## config.mk

```make
export PLATFORM = sky130hd
export DESIGN_NAME = ctbl_hermite
export DESIGN_NICKNAME = d
export VERILOG_FILES = /design/src/rtl/core/ctbl_pkg.sv /design/src/rtl/core/ctbl_hermite.sv
export SDC_FILE = /design/constraint.sdc
export NUM_CORES = 2
export LEC_CHECK = 0
export BUFFER_PORTS_ARGS = -buffer_cell sky130_fd_sc_hd__buf_4
export CAP_MARGIN = 20
export CORE_MARGIN = 2
export CORE_UTILIZATION = 45
export DETAILED_ROUTE_END_ITERATION = 10
export GPL_TIMING_DRIVEN = 0
export PLACE_DENSITY = 0.64
export SYNTH_ARGS = -nofsm -noshare
export SYNTH_HDL_FRONTEND = slang
export SYNTH_SLANG_ARGS = --single-unit
```

## constraint.sdc

```tcl
create_clock -name aclk -period 9.6 [get_ports aclk]
set_clock_uncertainty 0.1 [all_clocks]
set_input_delay 1.92 -clock aclk [delete_from_list [all_inputs] [get_ports aclk]]
set_output_delay 1.92 -clock aclk [all_outputs]
set_load 0.02 [all_outputs]
```

## src/rtl/core/ctbl_pkg.sv

```systemverilog
// shared types and constants for the cubic table interpolator
package ctbl_pkg;

    localparam int SAMPLE_W  = 16;   // table entry and result width, Q1.15
    localparam int X_W       = 16;   // argument width, Q1.15
    localparam int FRAC_BITS = 16;   // fraction bits of the table position
    localparam int T_W       = 16;   // interpolation fraction width
    localparam int ADDR_W    = 10;   // write address width on the stream
    localparam int LEN_W     = 11;   // table length register width
    localparam int CFG_W     = 32;   // widest configuration register
    localparam int IDX_W     = 16;   // table index width, covers the deepest store
    localparam int CFG_IDX_W = 2;

    // stream packing
    localparam int S_TDATA_W = 48;
    localparam int M_TDATA_W = 16;
    localparam int ADDR_LSB  = 0;
    localparam int DATA_LSB  = ADDR_LSB + ADDR_W;
    localparam int X_LSB     = DATA_LSB + SAMPLE_W;

    // register map
    localparam logic [CFG_IDX_W-1:0] REG_X_SCALE  = 2'd0;
    localparam logic [CFG_IDX_W-1:0] REG_X_OFFSET = 2'd1;
    localparam logic [CFG_IDX_W-1:0] REG_TBL_LEN  = 2'd2;

    // request kinds
    localparam logic REQ_WRITE = 1'b0;
    localparam logic REQ_EVAL  = 1'b1;

    typedef logic signed [SAMPLE_W-1:0] sample_t;

    typedef struct packed {
        logic                 req_type;
        logic [ADDR_W-1:0]    table_addr;
        logic signed [SAMPLE_W-1:0] table_data;
        logic signed [X_W-1:0]      x_value;
    } req_t;

    // item after position mapping: either a table write or a clamped lookup
    typedef struct packed {
        logic             is_write;
        logic             wr_ok;
        logic [IDX_W-1:0] idx;
        sample_t          wdata;
        logic [T_W-1:0]   t;
        logic             flag;
    } lookup_t;

    // four neighbouring entries around the position
    typedef struct packed {
        sample_t        m1;
        sample_t        p0;
        sample_t        p1;
        sample_t        p2;
        logic [T_W-1:0] t;
        logic           flag;
    } taps_t;

endpackage

```

## src/rtl/core/ctbl_hermite.sv

```systemverilog
// catmull-rom polynomial evaluation, seven pipeline stages ending in the output register
module ctbl_hermite (
    input  logic                  aclk,
    input  logic                  aresetn,
    input  logic                  in_valid,
    output logic                  in_ready,
    input  ctbl_pkg::taps_t       in_taps,
    output logic                  out_valid,
    input  logic                  out_ready,
    output ctbl_pkg::sample_t     y_value,
    output logic                  out_of_range
);
    import ctbl_pkg::*;

    localparam int NS    = 7;
    localparam int C1_W  = SAMPLE_W + 1;
    localparam int C_W   = SAMPLE_W + 4;
    localparam int TS_W  = T_W + 1;
    localparam int C3T_W = C_W + TS_W;
    localparam int V2_W  = C3T_W + 1;
    localparam int PV2_W = V2_W + TS_W;
    localparam int V1_W  = PV2_W - T_W + 1;
    localparam int PV1_W = V1_W + TS_W;
    localparam int Q_SH  = 2 * T_W + 1;
    localparam int Y_W   = PV1_W - Q_SH + 1;

    localparam logic signed [PV2_W-1:0] RND2  = PV2_W'(1) <<< (T_W - 1);
    localparam logic signed [PV1_W-1:0] RND1  = PV1_W'(1) <<< (Q_SH - 1);
    localparam logic signed [Y_W-1:0]   Y_MAX = Y_W'((1 <<< (SAMPLE_W - 1)) - 1);
    localparam logic signed [Y_W-1:0]   Y_MIN = ~Y_MAX;

    logic [NS-1:0] vld_reg;
    logic [NS-1:0] en;

    // stage 1: coefficients
    logic signed [C1_W-1:0] c1_s1_reg;
    logic signed [C_W-1:0]  c2_s1_reg, c3_s1_reg;
    sample_t                p0_s1_reg;
    logic [T_W-1:0]         t_s1_reg;
    logic                   f_s1_reg;
    logic signed [C_W-1:0]  c2_next, c3_next, d_pp;

    // stage 2: c3 * t
    logic signed [C3T_W-1:0] c3t_s2_reg;
    logic signed [C1_W-1:0]  c1_s2_reg;
    logic signed [C_W-1:0]   c2_s2_reg;
    sample_t                 p0_s2_reg;
    logic [T_W-1:0]          t_s2_reg;
    logic                    f_s2_reg;

    // stage 3: v2
    logic signed [V2_W-1:0]  v2_s3_reg;
    logic signed [C1_W-1:0]  c1_s3_reg;
    sample_t                 p0_s3_reg;
    logic [T_W-1:0]          t_s3_reg;
    logic                    f_s3_reg;

    // stage 4: v2 * t
    logic signed [PV2_W-1:0] pv2_s4_reg;
    logic signed [C1_W-1:0]  c1_s4_reg;
    sample_t                 p0_s4_reg;
    logic [T_W-1:0]          t_s4_reg;
    logic                    f_s4_reg;

    // stage 5: v1
    logic signed [V1_W-1:0]  v1_s5_reg;
    sample_t                 p0_s5_reg;
    logic [T_W-1:0]          t_s5_reg;
    logic                    f_s5_reg;
    logic signed [PV2_W-1:0] r2;

    // stage 6: v1 * t
    logic signed [PV1_W-1:0] pv1_s6_reg;
    sample_t                 p0_s6_reg;
    logic                    f_s6_reg;
    logic signed [PV1_W-1:0] r1;

    // stage 7: output register
    sample_t                 y_s7_reg;
    logic                    f_s7_reg;
    logic signed [Y_W-1:0]   y_sum, y_sat;

    // per-stage advance, a stage moves when it is empty or the next one moves
    always_comb begin
        en[NS-1] = !vld_reg[NS-1] || out_ready;
        for (int k = NS - 2; k >= 0; k--) begin
            en[k] = !vld_reg[k] || en[k+1];
        end
    end

    assign in_ready = en[0];

    always_ff @(posedge aclk) begin
        if (!aresetn) begin
            vld_reg <= '0;
        end else begin
            if (en[0]) begin
                vld_reg[0] <= in_valid;
            end
            for (int k = 1; k < NS; k++) begin
                if (en[k]) begin
                    vld_reg[k] <= vld_reg[k-1];
                end
            end
        end
    end

    // c2 = 4p1 + 2m1 - 5p0 - p2, c3 = 3(p0 - p1) - m1 + p2
    assign d_pp    = C_W'(in_taps.p0) - C_W'(in_taps.p1);
    assign c2_next = (C_W'(in_taps.p1) <<< 2) + (C_W'(in_taps.m1) <<< 1)
                     - (C_W'(in_taps.p0) <<< 2) - C_W'(in_taps.p0) - C_W'(in_taps.p2);
    assign c3_next = d_pp + (d_pp <<< 1) - C_W'(in_taps.m1) + C_W'(in_taps.p2);

    always_ff @(posedge aclk) begin
        if (en[0]) begin
            c1_s1_reg <= C1_W'(in_taps.p1) - C1_W'(in_taps.m1);
            c2_s1_reg <= c2_next;
            c3_s1_reg <= c3_next;
            p0_s1_reg <= in_taps.p0;
            t_s1_reg  <= in_taps.t;
            f_s1_reg  <= in_taps.flag;
        end
    end

    always_ff @(posedge aclk) begin
        if (en[1]) begin
            c3t_s2_reg <= C3T_W'(c3_s1_reg) * C3T_W'($signed({1'b0, t_s1_reg}));
            c1_s2_reg  <= c1_s1_reg;
            c2_s2_reg  <= c2_s1_reg;
            p0_s2_reg  <= p0_s1_reg;
            t_s2_reg   <= t_s1_reg;
            f_s2_reg   <= f_s1_reg;
        end
    end

    always_ff @(posedge aclk) begin
        if (en[2]) begin
            v2_s3_reg <= (V2_W'(c2_s2_reg) <<< T_W) + V2_W'(c3t_s2_reg);
            c1_s3_reg <= c1_s2_reg;
            p0_s3_reg <= p0_s2_reg;
            t_s3_reg  <= t_s2_reg;
            f_s3_reg  <= f_s2_reg;
        end
    end

    always_ff @(posedge aclk) begin
        if (en[3]) begin
            pv2_s4_reg <= PV2_W'(v2_s3_reg) * PV2_W'($signed({1'b0, t_s3_reg}));
            c1_s4_reg  <= c1_s3_reg;
            p0_s4_reg  <= p0_s3_reg;
            t_s4_reg   <= t_s3_reg;
            f_s4_reg   <= f_s3_reg;
        end
    end

    // round half up, then drop the fraction
    assign r2 = pv2_s4_reg + RND2;

    always_ff @(posedge aclk) begin
        if (en[4]) begin
            v1_s5_reg <= (V1_W'(c1_s4_reg) <<< T_W) + V1_W'($signed(r2[PV2_W-1:T_W]));
            p0_s5_reg <= p0_s4_reg;
            t_s5_reg  <= t_s4_reg;
            f_s5_reg  <= f_s4_reg;
        end
    end

    always_ff @(posedge aclk) begin
        if (en[5]) begin
            pv1_s6_reg <= PV1_W'(v1_s5_reg) * PV1_W'($signed({1'b0, t_s5_reg}));
            p0_s6_reg  <= p0_s5_reg;
            f_s6_reg   <= f_s5_reg;
        end
    end

    // final scale carries the catmull-rom one half
    assign r1    = pv1_s6_reg + RND1;
    assign y_sum = Y_W'($signed(r1[PV1_W-1:Q_SH])) + Y_W'(p0_s6_reg);

    always_comb begin
        if (y_sum > Y_MAX) begin
            y_sat = Y_MAX;
        end else if (y_sum < Y_MIN) begin
            y_sat = Y_MIN;
        end else begin
            y_sat = y_sum;
        end
    end

    always_ff @(posedge aclk) begin
        if (en[6]) begin
            y_s7_reg <= y_sat[SAMPLE_W-1:0];
            f_s7_reg <= f_s6_reg;
        end
    end

    assign out_valid    = vld_reg[NS-1];
    assign y_value      = y_s7_reg;
    assign out_of_range = f_s7_reg;

endmodule

```

==> reports/results.txt <==
Status - finished, final reports clean
Sinks on Clock Net - 514
Area of the multi-input gates - 0.0537 mm^2
Port buffer count - 103
Synth Register Bits - 514
Core ar. - 0.171 mm^2
Hold Path Cell Cnt - 0
DR WL/cell - 19.8 um
Grt ovf - 0
Setup TNS Final - 0 ns
Detailed Route Iter0 Violations - 3412
Most frequent cells in the layout - inv_1, fa_1, nand2_1
Pin count of the biggest net entering global routing - 74
Reg2reg end - pv2_s4_reg[50]
Rel. slew slack - 0.283
Vias per cell - 5.10
Clock Path Buffers - 3
CP Capture Type - register
Worst-Margin Slew - 1.08 ns
CTS buffer count - 57
GR Util All Layers - 0.237
Root buffer cell - clkbuf_16
Hold WS - 0.312 ns
Routed WL - 200000 um
Syn Inst Count - 7682
Initial Utilization - 0.451
First-pass GRT wire length - 319000 um
Setup slack, reg-to-reg - 1.02 ns
Post-DRT Antenna Nets - 0
Worst hold path startpoint - t_s4_reg[15]
Nets - 10012
Drc violations - 0
Share of layout cells above drive strength 1 - 0.0286
Fillers - 16029
Maximum clock frequency - 0.117 GHz
Ys async rst share - 0
Die footprint - 0.175 mm^2
Syn-to-layout area delta - 7.18%
Critical path data required time - 9.89 ns
Synth top area share - 0.410
Setup CP Type - register to register
R2r startpoint - t_s3_reg[2]
GPL Wtd Cong - 0.942
Max Cap Viol - 0
Register area - 0.0154 mm^2
CTS tree - yes
Initial antenna violation count - 1
First drt pass iteration count - 6
Seq/Total Area, Yosys - 0.199
Worst hold path endpoint - t_s5_reg[15]
Setup repair bufs after CTS - 0
DIE WIDTH - 418 um
Worst Path Arrival - 8.87 ns
Syn avg cell area - 10.1 um^2
RSZ-0062 raised after global routing - no
R2R cell count - 23
Hold Buf Count CTS - 0
Crit-path max FO - 10
Number of gates resized after cts - 0
Vias in the first global route - 55545
IO Pins - 104
Post-synth EDFFs - 507
CTS clk-pin slew, worst paths - 0.06 ns
Vias - 51655
Commonest non-fill, non-tap cell in the layout - inv_1
Post-DP HPWL - 171000 um
Placement Rows - 152
Top_reg_cell synth - edfxtp_1
Post-Syn Nets - 9844
# setup viols final - 0
Max Slew Vio Count - 0
Post-synth top area cell - fa_1
Period minus WS final - 8.58 ns
Post-route insts no fill - 10132
Post-synthesis cell type count - 69
Yosys Warn Count - 0
Worst-Skew Late Latency - 0.66 ns
Die height - 418 um
Nature of the critical path startpoint - register
# H-tree levels - 2
Area contributors post-synth - fa_1, edfxtp_1, inv_1
Final hold violations - 0
Type of the most critical hold path - register to register
Post-Syn Area - 0.0773 mm^2
Period utilization - 0.893
Placed Cells - 10024
layer usage:
layer | share of wire | up-vias | GRT usage
met2 | 0.48 | 1592 | 0.397
met4 | 0.033 | 2 | 0.0722
met3 | 0.060 | 301 | 0.0272
met1 | 0.43 | 26422 | 0.324
met5 | 0.00010 | - | 0
li1 | - | 23338 | -
area by class of cell:
class | count | share of cell area
Multi-Input combinational cell | 4982 | 0.649
Sequential cell | 514 | 0.186
Inverter | 1920 | 0.0871
Tap cell | 2233 | 0.0337
Clock buffer | 65 | 0.0176
Buffer | 266 | 0.0122
Timing Repair Buffer | 109 | 0.0110
Clock inverter | 40 | 0.00420
Antenna cell | 3 | 0.0000907
cells in the mapped netlist, types with 7 or more instances:
cell       instances
o21ai_0           88
nor2_1           143
o21a_1            33
and3_1            43
nand3_1           64
o21bai_1          21
edfxtp_1         507
a21boi_0          16
ha_1             496
nand2_1         1079
or2_2             10
clkbuf_1         260
fa_1            1581
o2111ai_1          8
nor2b_1           36
a211oi_1          13
dfxtp_1            7
a21oi_1          170
and2_1           587
nand2b_1          19
nor3_1            45
o211ai_1          11
a31oi_1           19
xor2_1            71
inv_1           1920
a21o_1           104
nand4_1           29
xnor2_1          195
worst max-delay path by stage:
stage | to | cells after the start | startpoint | slack [ns]
after floorplan | pv2_s4_reg[50] | 24 | t_s3_reg[2] | 2.61
after global placement | pv2_s4_reg[50] | 24 | t_s3_reg[2] | 0.60
after detailed placement | pv2_s4_reg[50] | 25 | t_s3_reg[3] | 1.04
after CTS | pv2_s4_reg[50] | 25 | t_s3_reg[3] | 0.97
after global routing | pv2_s4_reg[50] | 25 | t_s3_reg[2] | 0.49
final | pv2_s4_reg[50] | 23 | t_s3_reg[2] | 1.02
stage by stage:
stage / utilization / instance area [um^2] / setup WS [ns]
6_report: 0.484 / 82800 / 1.02
5_1_grt: 0.484 / 82800 / 0.487
4_1_cts: 0.484 / 82800 / 0.971
3_5_place_dp: 0.473 / 81000 / 1.04
3_3_place_gp: 0.472 / 80800 / 0.596
2_1_floorplan: - / 77300 / 2.61
worst max-delay path, cell delays in order, from the launching register on:
cell and delay [ns]:
edfxtp_1 0.52, clkbuf_1 0.61, clkbuf_1 0.56, nand2_1 0.17, fa_1 0.54, fa_1 0.54
fa_1 0.53, inv_1 0.06, fa_1 0.55, fa_1 0.47, fa_1 0.47, ha_1 0.37
nand3_1 0.17, nor3_1 0.32, o2bb2ai_1 0.16, a21o_1 0.30, a31o_2 0.27, a21oi_1 0.14
o311ai_0 0.36, buf_2 0.24, nand2_1 0.06, o311ai_0 0.49, a21oi_1 0.16, xnor2_1 0.15
cell families after synthesis:
logic type                 share of synthesized area
AOI/OAI and AO/OA                             0.0462
xor gates and xnor gates                      0.0302
adders and majority gates                      0.490
buffers and inverters                          0.106
DFF                                            0.199
muxes                                       0.000259
and+or+nand+nor                                0.128
Power is not shown: default switching activity piles up to over one toggle a cycle in this logic, so the estimate is an artifact.
